--- src/sv/bcfr_pkg.sv ---
// Package for the BLE command frame receiver: transaction payload types,
// opcode and status codes, and frame header constants.
// No dependencies.
package bcfr_pkg;

  // Opcodes carried in an input transaction
  localparam logic [1:0] OP_RX_BYTE = 2'd0;
  localparam logic [1:0] OP_RELEASE = 2'd1;
  localparam logic [1:0] OP_READ    = 2'd2;

  // Result status codes
  localparam logic [2:0] ST_TAKEN      = 3'd0;
  localparam logic [2:0] ST_COMPLETE   = 3'd1;
  localparam logic [2:0] ST_BAD_HEADER = 3'd2;
  localparam logic [2:0] ST_TOO_LONG   = 3'd3;
  localparam logic [2:0] ST_BAD_CLASS  = 3'd4;
  localparam logic [2:0] ST_LOST       = 3'd5;
  localparam logic [2:0] ST_OTHER      = 3'd6;

  // Frame format
  localparam logic [7:0] HDR_EVENT    = 8'h80;
  localparam logic [7:0] HDR_RESPONSE = 8'h00;
  localparam logic [7:0] CLASS_MAX    = 8'h07;
  localparam logic [8:0] LEN_OVERHEAD = 9'd4;
  localparam logic [5:0] MAX_LEN_RESET = 6'd30;

  typedef struct packed {
    logic [1:0] opcode;
    logic [7:0] rx_byte;
    logic       response_pending;
    logic [4:0] read_index;
  } in_item_t;

  typedef struct packed {
    logic [2:0] status;
    logic       frame_ready;
    logic [5:0] frame_length;
    logic [7:0] read_data;
    logic [7:0] lost_frame_total;
    logic [7:0] lost_byte_total;
  } out_item_t;

  // Write port from the parser into the frame store; the position covers
  // any frame length the 6-bit limit allows
  typedef struct packed {
    logic       en;
    logic [5:0] pos;
    logic [7:0] data;
  } store_wr_t;

endpackage

--- src/sv/bcfr_frame_store.sv ---
// Frame byte store: one write port from the parser, one registered read port.
// Depends on bcfr_pkg.
module bcfr_frame_store import bcfr_pkg::*; #(
  parameter int BUFFER_DEPTH = 32
) (
  input  logic       clk,
  input  store_wr_t  wr,
  input  logic       rd_en,
  input  logic [4:0] rd_index,
  output logic [7:0] rd_data
);

  localparam int AW = (BUFFER_DEPTH > 1) ? $clog2(BUFFER_DEPTH) : 1;
  localparam logic [8:0] DEPTH9 = 9'(BUFFER_DEPTH);

  logic [7:0] mem [BUFFER_DEPTH];

  logic [8:0]    wr_pos9;
  logic [8:0]    rd_idx9;
  logic          wr_hit;
  logic          rd_in_range;
  logic [AW-1:0] wr_addr;
  logic [AW-1:0] rd_addr;

  assign wr_pos9     = {3'b0, wr.pos};
  assign rd_idx9     = {4'b0, rd_index};
  assign wr_hit      = wr.en && (wr_pos9 < DEPTH9);
  assign rd_in_range = rd_idx9 < DEPTH9;
  assign wr_addr     = wr_pos9[AW-1:0];
  assign rd_addr     = rd_idx9[AW-1:0];

  always_ff @(posedge clk) begin
    if (wr_hit) begin
      mem[wr_addr] <= wr.data;
    end
  end

  // Forward a byte written at the same edge
  always_ff @(posedge clk) begin
    if (rd_en) begin
      if (!rd_in_range) begin
        rd_data <= 8'd0;
      end else if (wr_hit && (wr_addr == rd_addr)) begin
        rd_data <= wr.data;
      end else begin
        rd_data <= mem[rd_addr];
      end
    end
  end

endmodule

--- src/sv/bcfr_parser.sv ---
// Frame parser: header, length and class checks, frame state and counters.
// Depends on bcfr_pkg.
module bcfr_parser import bcfr_pkg::*; #(
  parameter int BUFFER_DEPTH = 32
) (
  input  logic       clk,
  input  logic       rst,
  input  logic       advance,
  input  in_item_t   item,
  input  logic [5:0] max_len,
  input  logic [7:0] rd_data,
  output out_item_t  result,
  output store_wr_t  wr
);

  localparam logic [8:0] DEPTH9 = 9'(BUFFER_DEPTH);

  logic [5:0] byte_position, byte_position_next;
  logic [5:0] expected_length, expected_length_next;
  logic       ready_flag, ready_flag_next;
  logic [7:0] dropped_frames, dropped_frames_next;
  logic [7:0] dropped_bytes, dropped_bytes_next;

  logic [8:0] limit9;
  logic [8:0] total9;
  logic [5:0] pos_inc;
  logic [2:0] status;

  assign limit9  = ({3'b0, max_len} > DEPTH9) ? DEPTH9 : {3'b0, max_len};
  assign total9  = {1'b0, item.rx_byte} + LEN_OVERHEAD;
  assign pos_inc = byte_position + 6'd1;

  always_comb begin
    byte_position_next   = byte_position;
    expected_length_next = expected_length;
    ready_flag_next      = ready_flag;
    dropped_frames_next  = dropped_frames;
    dropped_bytes_next   = dropped_bytes;
    status               = ST_OTHER;
    wr.en                = 1'b0;
    wr.pos               = byte_position;
    wr.data              = item.rx_byte;
    case (item.opcode)
      OP_RX_BYTE: begin
        if (ready_flag) begin
          dropped_bytes_next = dropped_bytes + 8'd1;
          status             = ST_LOST;
        end else begin
          wr.en  = 1'b1;
          status = ST_TAKEN;
          case (byte_position)
            6'd0: begin
              byte_position_next = 6'd1;
              if (!(item.rx_byte == HDR_EVENT ||
                    (item.rx_byte == HDR_RESPONSE && item.response_pending))) begin
                dropped_frames_next = dropped_frames + 8'd1;
                byte_position_next  = 6'd0;
                status              = ST_BAD_HEADER;
              end
            end
            6'd1: begin
              byte_position_next = 6'd2;
              if (total9 > limit9) begin
                expected_length_next = 6'd0;
                dropped_frames_next  = dropped_frames + 8'd1;
                byte_position_next   = 6'd0;
                status               = ST_TOO_LONG;
              end else begin
                expected_length_next = total9[5:0];
              end
            end
            6'd2: begin
              byte_position_next = 6'd3;
              if (item.rx_byte > CLASS_MAX) begin
                dropped_frames_next = dropped_frames + 8'd1;
                byte_position_next  = 6'd0;
                status              = ST_BAD_CLASS;
              end
            end
            default: begin
              if (pos_inc >= expected_length) begin
                ready_flag_next    = 1'b1;
                byte_position_next = 6'd0;
                status             = ST_COMPLETE;
              end else begin
                byte_position_next = pos_inc;
              end
            end
          endcase
        end
      end
      OP_RELEASE: begin
        ready_flag_next = 1'b0;
      end
      default: begin
      end
    endcase
    if (!advance) begin
      wr.en = 1'b0;
    end
  end

  always_comb begin
    result.status           = status;
    result.frame_ready      = ready_flag_next;
    result.frame_length     = expected_length_next;
    result.read_data        = (item.opcode == OP_READ) ? rd_data : 8'd0;
    result.lost_frame_total = dropped_frames_next;
    result.lost_byte_total  = dropped_bytes_next;
  end

  always_ff @(posedge clk) begin
    if (rst) begin
      byte_position   <= 6'd0;
      expected_length <= 6'd0;
      ready_flag      <= 1'b0;
      dropped_frames  <= 8'd0;
      dropped_bytes   <= 8'd0;
    end else if (advance) begin
      byte_position   <= byte_position_next;
      expected_length <= expected_length_next;
      ready_flag      <= ready_flag_next;
      dropped_frames  <= dropped_frames_next;
      dropped_bytes   <= dropped_bytes_next;
    end
  end

endmodule

--- src/sv/ble_command_frame_receiver.sv ---
// BLE command frame receiver, top level. Depends on bcfr_pkg, bcfr_frame_store, bcfr_parser.
// Path: an input transaction passes the input register, then the result register.
// Throughput: 1 transaction per cycle while out_ready takes each result; the parser itself is combinational.
// Reset (rst, synchronous): clears valids, frame state and counters; limit back to 30.
// The frame store has no reset; only bytes written since power-up are meaningful.
module ble_command_frame_receiver import bcfr_pkg::*; #(
  parameter int BUFFER_DEPTH = 32
) (
  input  logic       clk,
  input  logic       rst,
  input  logic       cfg_write_en,
  input  logic [5:0] cfg_write_data,
  input  logic       in_valid,
  output logic       in_ready,
  input  in_item_t   in_data,
  output logic       out_valid,
  input  logic       out_ready,
  output out_item_t  out_data
);

  // Frame length limit register
  logic [5:0] max_len;

  // Input stage
  logic      s1_valid;
  in_item_t  s1_item;
  logic      s1_advance;
  logic      in_accept;

  out_item_t result;
  store_wr_t wr;
  logic [7:0] rd_data;

  // Advance the input stage whenever the result register is free or draining,
  // so a result that is being taken does not block the next transaction.
  assign s1_advance = s1_valid && (!out_valid || out_ready);
  assign in_ready   = !s1_valid || s1_advance;
  assign in_accept  = in_valid && in_ready;

  always_ff @(posedge clk) begin
    if (rst) begin
      max_len <= MAX_LEN_RESET;
    end else if (cfg_write_en) begin
      max_len <= cfg_write_data;
    end
  end

  always_ff @(posedge clk) begin
    if (rst) begin
      s1_valid <= 1'b0;
    end else if (in_ready) begin
      s1_valid <= in_valid;
    end
  end

  // Hold the payload; it is only looked at while s1_valid is set
  always_ff @(posedge clk) begin
    if (in_accept) begin
      s1_item <= in_data;
    end
  end

  // Store read is issued at acceptance so the byte is ready in the input stage;
  // a byte written by the item ahead at the same edge is forwarded.
  bcfr_frame_store #(
    .BUFFER_DEPTH(BUFFER_DEPTH)
  ) u_store (
    .clk      (clk),
    .wr       (wr),
    .rd_en    (in_accept),
    .rd_index (in_data.read_index),
    .rd_data  (rd_data)
  );

  bcfr_parser #(
    .BUFFER_DEPTH(BUFFER_DEPTH)
  ) u_parser (
    .clk     (clk),
    .rst     (rst),
    .advance (s1_advance),
    .item    (s1_item),
    .max_len (max_len),
    .rd_data (rd_data),
    .result  (result),
    .wr      (wr)
  );

  // Result register: load on advance, drop valid once the transaction is taken
  always_ff @(posedge clk) begin
    if (rst) begin
      out_valid <= 1'b0;
    end else if (s1_advance) begin
      out_valid <= 1'b1;
    end else if (out_ready) begin
      out_valid <= 1'b0;
    end
  end

  always_ff @(posedge clk) begin
    if (s1_advance) begin
      out_data <= result;
    end
  end

endmodule

--- config.mk ---
export PLATFORM = sky130hd
export DESIGN_NAME = ble_command_frame_receiver
export DESIGN_NICKNAME = d
export VERILOG_FILES = /design/src/sv/bcfr_pkg.sv /design/src/sv/bcfr_frame_store.sv /design/src/sv/bcfr_parser.sv /design/src/sv/ble_command_frame_receiver.sv
export SDC_FILE = /design/constraint.sdc
export NUM_CORES = 1
export LEC_CHECK = 0
export ABC_AREA = 1
export BUFFER_PORTS_ARGS = -buffer_cell sky130_fd_sc_hd__buf_4
export CORE_ASPECT_RATIO = 2
export CORE_UTILIZATION = 30
export DETAILED_ROUTE_END_ITERATION = 6
export PLACE_DENSITY = 0.49
export SYNTH_ARGS = -nofsm -noshare
export SYNTH_HDL_FRONTEND = slang
export SYNTH_HIERARCHICAL = 1
export SYNTH_SLANG_ARGS = --single-unit
--- constraint.sdc ---
create_clock -name clk -period 7.34 [get_ports clk]
set_input_delay 0.734 -clock clk [delete_from_list [all_inputs] [get_ports clk]]
set_output_delay 0.734 -clock clk [all_outputs]
set_load 0.03 [all_outputs]
Yosys cells after proc, flatten, opt, wreduce, memory -nomap -nowiden:

Memories as Yosys holds them, arrays and structs flattened. A register that Yosys moved wholly into a read port is not among the register bits.
Index checks and enable logic that the tools add are counted.

* register bits: 82
* bits in writable memories: 256
* input port bits: 27
* output and inout bits: 36
* word-level logic and storage cells: 88
* memories kept: 1

* add/sub/neg operators: 4
* order comparisons: 6
* equality and inequality tests: 5
* multiplexer cells: 35
* bitwise operators: 2
* reduce and logical (&&, ||, !) cells: 17

Memory list
* u_store.mem: words 32, bits a word 8, read ports 1, clocked after memory_dff 1, write ports 1, RTL line bcfr_frame_store.sv:16 `logic [7:0] mem [BUFFER_DEPTH];`

Operators with widths (number)
* two-way mux 8 bit: 7
* two-way mux 6 bit: 6
* one-hot mux 8 bit (3 select lines): 1
* one-hot mux 6 bit (3 select lines): 1
* adder 8 x 1 -> 8 bit (second input constant): 2
* two-way mux 1 bit: 12
* two-way mux 2 bit: 5
* adder 8 x 3 -> 9 bit (second input constant): 1
* > comparator 9 bit: 1
* one-hot mux 3 bit (3 select lines): 1
* == test 8 bit (second input constant): 1
* > comparator 8 x 3 -> 1 bit (second input constant): 1
* logical NOT 8 bit: 1
* adder 6 x 1 -> 6 bit (second input constant): 1
* == test 6 x 1 -> 1 bit (second input constant): 1
* == test 6 x 2 -> 1 bit (second input constant): 1
* >= comparator 6 bit: 1
* > comparator 6 bit (second input constant): 1
* logical NOT 6 bit: 1
* < comparator 5 x 6 -> 1 bit (second input constant): 1
* < comparator 6 bit (second input constant): 1
* logical AND 1 bit: 4
* logical NOT 1 bit: 3
* logical OR 1 bit: 3
* other kinds (10): 11

Logic depth before layout (Yosys ltp):

Gate-level depths: netlist (run 1).

* word-level depth: 7
* depth in mapped cells: 17
* mapped depth without buffers: 17

Cells and area by module:

The synthesis (run 1) kept the hierarchy.

By module, submodules not included
* bcfr_frame_store: times used 1, cells each 999, area each 11056.9 um^2, seq. area each 7927.6 um^2
* bcfr_parser: times used 1, cells each 389, area each 2588.7 um^2, seq. area each 580.6 um^2
* ble_command_frame_receiver: times used 1, cells each 88, area each 1786.7 um^2, seq. area each 1661.6 um^2

Worst setup path before layout (run 1):

No wires, ideal clock.

* path kind: input port to flip-flop
* from: in out_ready
* to: mem u_store.mem[11][0], enable pin
* library setup time: 0.370 ns
* data arrival time: 4.494 ns
* data required time: 6.970 ns
* slack: 2.475 ns
* stages on the path: 8
* path buffers: 0
* cells stage by stage: inv_1 > a21oi_1 > clkinv_1 > nor2_4 > nand2_1 > inv_1 > nand3_1 > nor2_1

RTL lines
* start: declaration: RTL line ble_command_frame_receiver.sv:17 `input logic out_ready,`
* end: declaration: RTL line bcfr_frame_store.sv:16

==> results.json, run 1 <==
{
  "cts_max_level": 1,
  "path_clk_slew_ns": 0.07,
  "drcViolationCount": 0,
  "fill_cells": 5175,
  "cpMaxStageDelayCell": "clkinv_1",
  "ctsResizeCount": 0,
  "drive_gt1_share_pct": 10.8,
  "required_ns": 7.55,
  "num_antenna_cells": 0,
  "yosys_warnings": 6,
  "finalSetupViolations": 0,
  "r2r_setup_slack_ns": 3.11,
  "crit_path_max_fanout": 55,
  "grt_pass1_vias": 10600,
  "synthCells": 1471,
  "drv_slew": 0,
  "core_sq_mm": 0.0502,
  "seqCellArea_sq_mm": 0.0100,
  "hold_path.class": "in2reg",
  "clockBufferDepth": 3,
  "max_clock_freq_mhz": 236,
  "ir_drop_mv": 0.190,
  "ant_nets": 0,
  "post_cts_buffers": 0,
  "crit_cells": 9,
  "grt_usage_pct": 16.9,
  "vias": 10300,
  "io_pins": 63,
  "skew_ns": 0.0120,
  "rr_startpoint": "s1_valid",
  "cp_slowest_stage_delay_ns": 0.88,
  "p_leak_nw": 6.85,
  "power_per_cell_area_mw_per_mm2": 242,
  "avgViaCountPerCell": 4.70,
  "reg2reg_depth": 9,
  "fin_tns_setup_ns": 0,
  "start_kind": "flop",
  "totalWireLength_um": 42800,
  "port-buffer-count": 62,
  "critPathCaptureType": "flop",
  "clock_latency_ns": 0.58,
  "nets": 1558,
  "mappedNetlistNets": 1519,
  "hold_viol": 0,
  "tightest_slew_ns": 0.914,
  "syn_area_per_cell_sq_um": 10.4,
  "rows": 116,
  "drtIter0Drc": 693,
  "dieArea_sq_mm": 0.0519,
  "synth_area_sq_mm": 0.0153,
  "wl_per_cell_um": 19.6,
  "cts_tree": "built",
  "power_mw": 4.19,
  "die-width_um": 162,
  "crit_family": "simple AND/OR/NAND/NOR gates",
  "cts_made_buffers": 30,
  "overflow": 0,
  "period_needed_ns": 4.23,
  "dieHeight_um": 321,
  "rr_endpoint": "u_store/mem[28][1]",
  "clock_sink_count": 346,
  "start_util_pct": 30.4,
  "max_cap_viol_count": 0,
  "place.detailed.hpwl_um": 29200,
  "cp-startpoint": "s1_valid",
  "crit_top_cell": "inv_1",
  "rsz0062_at_grt": "no",
  "antenna_found_initial": 0,
  "gp_congestion": 0.845,
  "syn2layout_area_growth_pct": 13.3,
  "cp_cell_sequence": "inv_1 > a21oi_4 > buf_4 > clkinv_1 > nor2_4 > nand2_1 > inv_1 > nand3_1 > nor2_1",
  "holdPathStages": 1,
  "first_pass_iters": 6,
  "crit_type": "reg2reg",
  "critPathCapture": "u_store/mem[28][1]",
  "status": "finished, final reports clean",
  "cp.arrival_ns": 4.44,
  "multi_input_area_sq_mm": 0.00430,
  "critPathBufInv": 4,
  "clockRootBuffer": "clkbuf_16",
  "finalCritPeriodShare_pct": 57.7,
  "slew_headroom_pct": 39.0,
  "grt_max_degree": 82,
  "hold_buffers": 0,
  "grt_pass1_wl_um": 64200
}
## power breakdown
group	internal, mW	switching [mW]
Clock	0.922	0.732
Sequential	2.18	0.0176
Combinational	0.0932	0.246
Total	3.19	0.996
## how the worst min path moves through the flow
| stage | start | endpoint | slack, ns |
|---|---|---|---|
| after detailed placement | max_len[3] | max_len[3] | 0.45 |
| after floorplan | max_len[1] | max_len[1] | 0.43 |
| after CTS | in_data[5] | s1_item[5] | 0.30 |
| after global routing | in_data[8] | s1_item[8] | 0.31 |
| final | in_data[5] | s1_item[5] | 0.32 |
| after global placement | max_len[1] | max_len[1] | 0.45 |
## cell usage in the layout, fill, tap and decap left out, types with 3 or more instances in the layout
cell	instances
nand3_2	5
nor2_4	4
clkinvlp_4	4
o21ai_1	14
inv_2	7
clkinv_4	5
inv_1	139
inv_6	4
dfxtp_1	37
clkbuf_16	31
nand2_1	428
nor2_2	5
ha_1	21
buf_4	76
clkinv_2	3
o21ai_0	16
a21oi_1	29
xor2_1	14
edfxtp_1	309
o21ai_2	5
bufinv_16	4
nor2_1	88
nor3_1	4
o22ai_1	4
nand3_1	244
clkinv_1	6
## state kept, by name, indices dropped and copies added (netlist names)
signal and cells:
u_store/mem 256, out_data 34, s1_item 11, u_parser/dropped_bytes 8, u_parser/dropped_frames 8, u_store/rd_data 8
max_len 6, u_parser/byte_position 6, u_parser/expected_length 6, out_valid 1, s1_valid 1, u_parser/ready_flag 1
## area by class of cell
type | count | area share (%)
sequential | 346 | 57.9
multi-input combinational | 906 | 24.9
tap | 649 | 4.69
clock buffer | 33 | 4.53
timing repair buffer | 76 | 3.30
inverter | 150 | 3.27
clock inverter | 23 | 1.47
## layer usage
metal	track usage [%]	vias to the layer above	wire, um
met5	0	-	0
met4	8.57	0	2070
met3	1.70	91	1490
met2	34.6	255	24700
met1	16.1	4907	14500
li1	-	5001	-
## stage by stage
stage,worst slack [ns],instance area [sq um],cells,hold slack [ns],utilization [%]
final,3.11,17300,2183,0.322,34.5
after global routing,2.77,17300,2183,0.310,34.5
after CTS,3.03,17300,2183,0.299,34.5
after detailed placement,2.56,16300,2127,0.449,32.4
after global placement,2.65,16300,2127,0.445,32.4
after floorplan,2.48,15300,1471,0.429,-
(Power assumes the default switching activity.)
==> inputs of run 2 (changes only) <==
--- a/config.mk
+++ b/config.mk
@@ -10,7 +10,7 @@
 export CORE_ASPECT_RATIO = 2
 export CORE_UTILIZATION = 30
 export DETAILED_ROUTE_END_ITERATION = 6
-export PLACE_DENSITY = 0.49
+export PLACE_DENSITY = 0.5
 export SYNTH_ARGS = -nofsm -noshare
 export SYNTH_HDL_FRONTEND = slang
 export SYNTH_HIERARCHICAL = 1
==> constraint.sdc (replaced) <==
create_clock -name clk -period 3.4 [get_ports clk]
set_input_delay 0.34 -clock clk [delete_from_list [all_inputs] [get_ports clk]]
set_output_delay 0.34 -clock clk [all_outputs]
set_load 0.03 [all_outputs]
==> run 2 against run 1 <==
Net effect:
- register-to-register slack worse by 2.4 ns
- highest routed layer unchanged
- wire length decreased by 3.4%
- cell count increased by 2.2%
- design area is 2.7% higher
- fmax increased by 55%
- clock power increased by 120%
- critical endpoint is now u_store/mem[25][4]
- worst setup slack got worse by 2.4 ns
- sequential power increased by 120%
==> results.json, run 2 (same netlist as run 1, synthesis figures left out) <==
{
  "fin_cells": 2232,
  "crit_type": "reg2reg",
  "required_ns": 3.61,
  "p_leak_nw": 7.11,
  "fin_tns_setup_ns": 0,
  "drcViolationCount": 0,
  "totalWireLength_um": 41400,
  "wl_per_cell_um": 18.5,
  "slew_headroom_pct": 34.0,
  "skew_ns": 0.0145,
  "rows": 116,
  "io_pins": 63,
  "start_util_pct": 30.4,
  "cts_tree": "built",
  "grt_max_degree": 130,
  "post_cts_buffers": 0,
  "nets": 1607,
  "clock_latency_ns": 0.58,
  "cp_slowest_stage_delay_ns": 0.68,
  "overflow": 0,
  "drv_slew": 0,
  "ant_nets": 0,
  "cts_made_buffers": 30,
  "p_sw_share_pct": 23.8,
  "crit_top_cell": "nor2_4",
  "seqPwrFrac_pct": 52.1,
  "rr_endpoint": "u_store/mem[25][4]",
  "period_needed_ns": 2.73,
  "p_switching_mw": 2.17,
  "crit_family": "simple AND/OR/NAND/NOR gates",
  "port-buffer-count": 62,
  "clockBufferDepth": 3,
  "finalSetupViolations": 0,
  "gp_congestion": 0.873,
  "ctsResizeCount": 0,
  "clockRootBuffer": "clkbuf_16",
  "cts_max_level": 1,
  "core_sq_mm": 0.0502,
  "cp.arrival_ns": 2.94,
  "path_clk_slew_ns": 0.07,
  "grt_usage_pct": 16.1,
  "hold_viol": 0,
  "pwr-share-comb_pct": 8.3,
  "grt_pass1_wl_um": 62700,
  "critPathBufInv": 3,
  "syn2layout_area_growth_pct": 16.4,
  "vias": 10500,
  "reg.largest.list": "u_store/mem x256, out_data x34, s1_item x11",
  "hold_path.class": "in2reg",
  "crit_path_max_fanout": 8,
  "drtIter0Drc": 508,
  "critPathCaptureType": "flop",
  "final_common_cell": "nand2_1",
  "cpMaxStageDelayCell": "nor2_1",
  "mostFrequentLayoutCells": "nand2_1, edfxtp_1, nand3_1",
  "finalCritPeriodShare_pct": 80.3,
  "max_clock_freq_mhz": 366,
  "grt_pass1_vias": 10800,
  "ir_drop_mv": 0.432,
  "cp_cell_sequence": "nor2_2 > inv_4 > nor2_4 > inv_2 > nor2_4 > nand2_1 > inv_1 > nand3_1 > nor2_1",
  "dieHeight_um": 321,
  "reg2reg_depth": 9,
  "drive_gt1_share_pct": 12.5,
  "holdPathStages": 3,
  "status": "finished, final reports clean",
  "placedCellCount": 2158,
  "top_register": "u_store/mem",
  "clock_sink_count": 346,
  "first_pass_iters": 5,
  "start_kind": "flop",
  "max_cap_viol_count": 0,
  "rr_startpoint": "s1_item[15]",
  "fill_cells": 5151,
  "dieArea_sq_mm": 0.0519,
  "antenna_found_initial": 0,
  "tightest_slew_ns": 0.988,
  "min_from": "cfg_write_en",
  "die-width_um": 162,
  "avgViaCountPerCell": 4.70,
  "r2r_setup_slack_ns": 0.67,
  "clkPwrFrac_pct": 39.6,
  "p_int_mw": 6.94,
  "place.detailed.hpwl_um": 28200,
  "rsz0062_at_grt": "no",
  "num_antenna_cells": 0,
  "power_per_cell_area_mw_per_mm2": 512,
  "whs_endpoint": "max_len[1]",
  "largest_register_ffs": 256
}
==> run 2: worst register-to-register path, cell delays in order (launching register included) <==
cell,delay [ns]
edfxtp_1,0.42
nor2_2,0.23
inv_4,0.09
nor2_4,0.15
inv_2,0.10
nor2_4,0.12
nand2_1,0.07
inv_1,0.12
nand3_1,0.39
nor2_1,0.68
==> run 2: routing by layer <==
metal | part of all wire [%] | vias to the layer above | track usage [%] | wire (um)
li1 | - | 5093 | - | -
met1 | 34 | 5085 | 15.2 | 14200
met2 | 58 | 231 | 33.2 | 24000
met3 | 3.1 | 76 | 1.61 | 1290
met4 | 4.6 | 0 | 7.90 | 1880
met5 | 0 | - | 0 | 0
==> run 2: stage by stage <==
| stage | total power [mW] | utilization (%) | cell area, sq um | hold slack [ns] | worst slack [ns] |
|---|---|---|---|---|---|
| after floorplan | 5.30 | - | 15300 | 0.409 | 0.412 |
| after global placement | 5.59 | 33.0 | 16600 | 0.452 | 0.708 |
| after detailed placement | 5.59 | 33.0 | 16600 | 0.463 | 0.633 |
| after CTS | 9.21 | 35.4 | 17800 | 0.00613 | 0.606 |
| after global routing | 9.41 | 35.4 | 17800 | 0.0222 | 0.433 |
| final | 9.11 | 35.4 | 17800 | 0.0353 | 0.670 |
==> run 2: worst max path at each step <==
stage	startpoint	end	slack, ns	depth (start not counted)
2_1_floorplan	out_valid	u_store/mem[11][0]	0.41	7
3_3_place_gp	s1_item[15]	u_store/mem[25][1]	0.71	9
3_5_place_dp	s1_item[9]	out_data[15]	0.63	12
4_1_cts	s1_item[9]	u_parser/dropped_frames[7]	0.61	14
5_1_grt	s1_item[8]	u_parser/dropped_frames[6]	0.43	14
6_report	s1_item[15]	u_store/mem[25][4]	0.67	9
==> run 2: power groups by stage <==
stage | registers [mW] | clock network, mW | logic, mW
2_1_floorplan | 4.87 | 0 | 0.438
3_3_place_gp | 4.84 | 0 | 0.749
3_5_place_dp | 4.84 | 0 | 0.756
4_1_cts | 4.74 | 3.69 | 0.775
5_1_grt | 4.75 | 3.83 | 0.833
6_report | 4.74 | 3.61 | 0.758
==> run 2: layout make-up <==
class | instances | area (sq um) | area share (%)
Clock buffer | 34 | 797 | 4.48
Clock inverter | 22 | 238 | 1.34
Inverter | 150 | 567 | 3.19
Multi-Input combinational cell | 906 | 4300 | 24.2
Sequential cell | 346 | 10000 | 56.4
Tap cell | 649 | 812 | 4.57
Timing Repair Buffer | 125 | 1050 | 5.88
==> run 2: timing repair <==
action,4_1_cts,5_1_grt
hold buffers,18,0
hold endpoints to repair,18,0
endpoints found under the setup margin,0,0
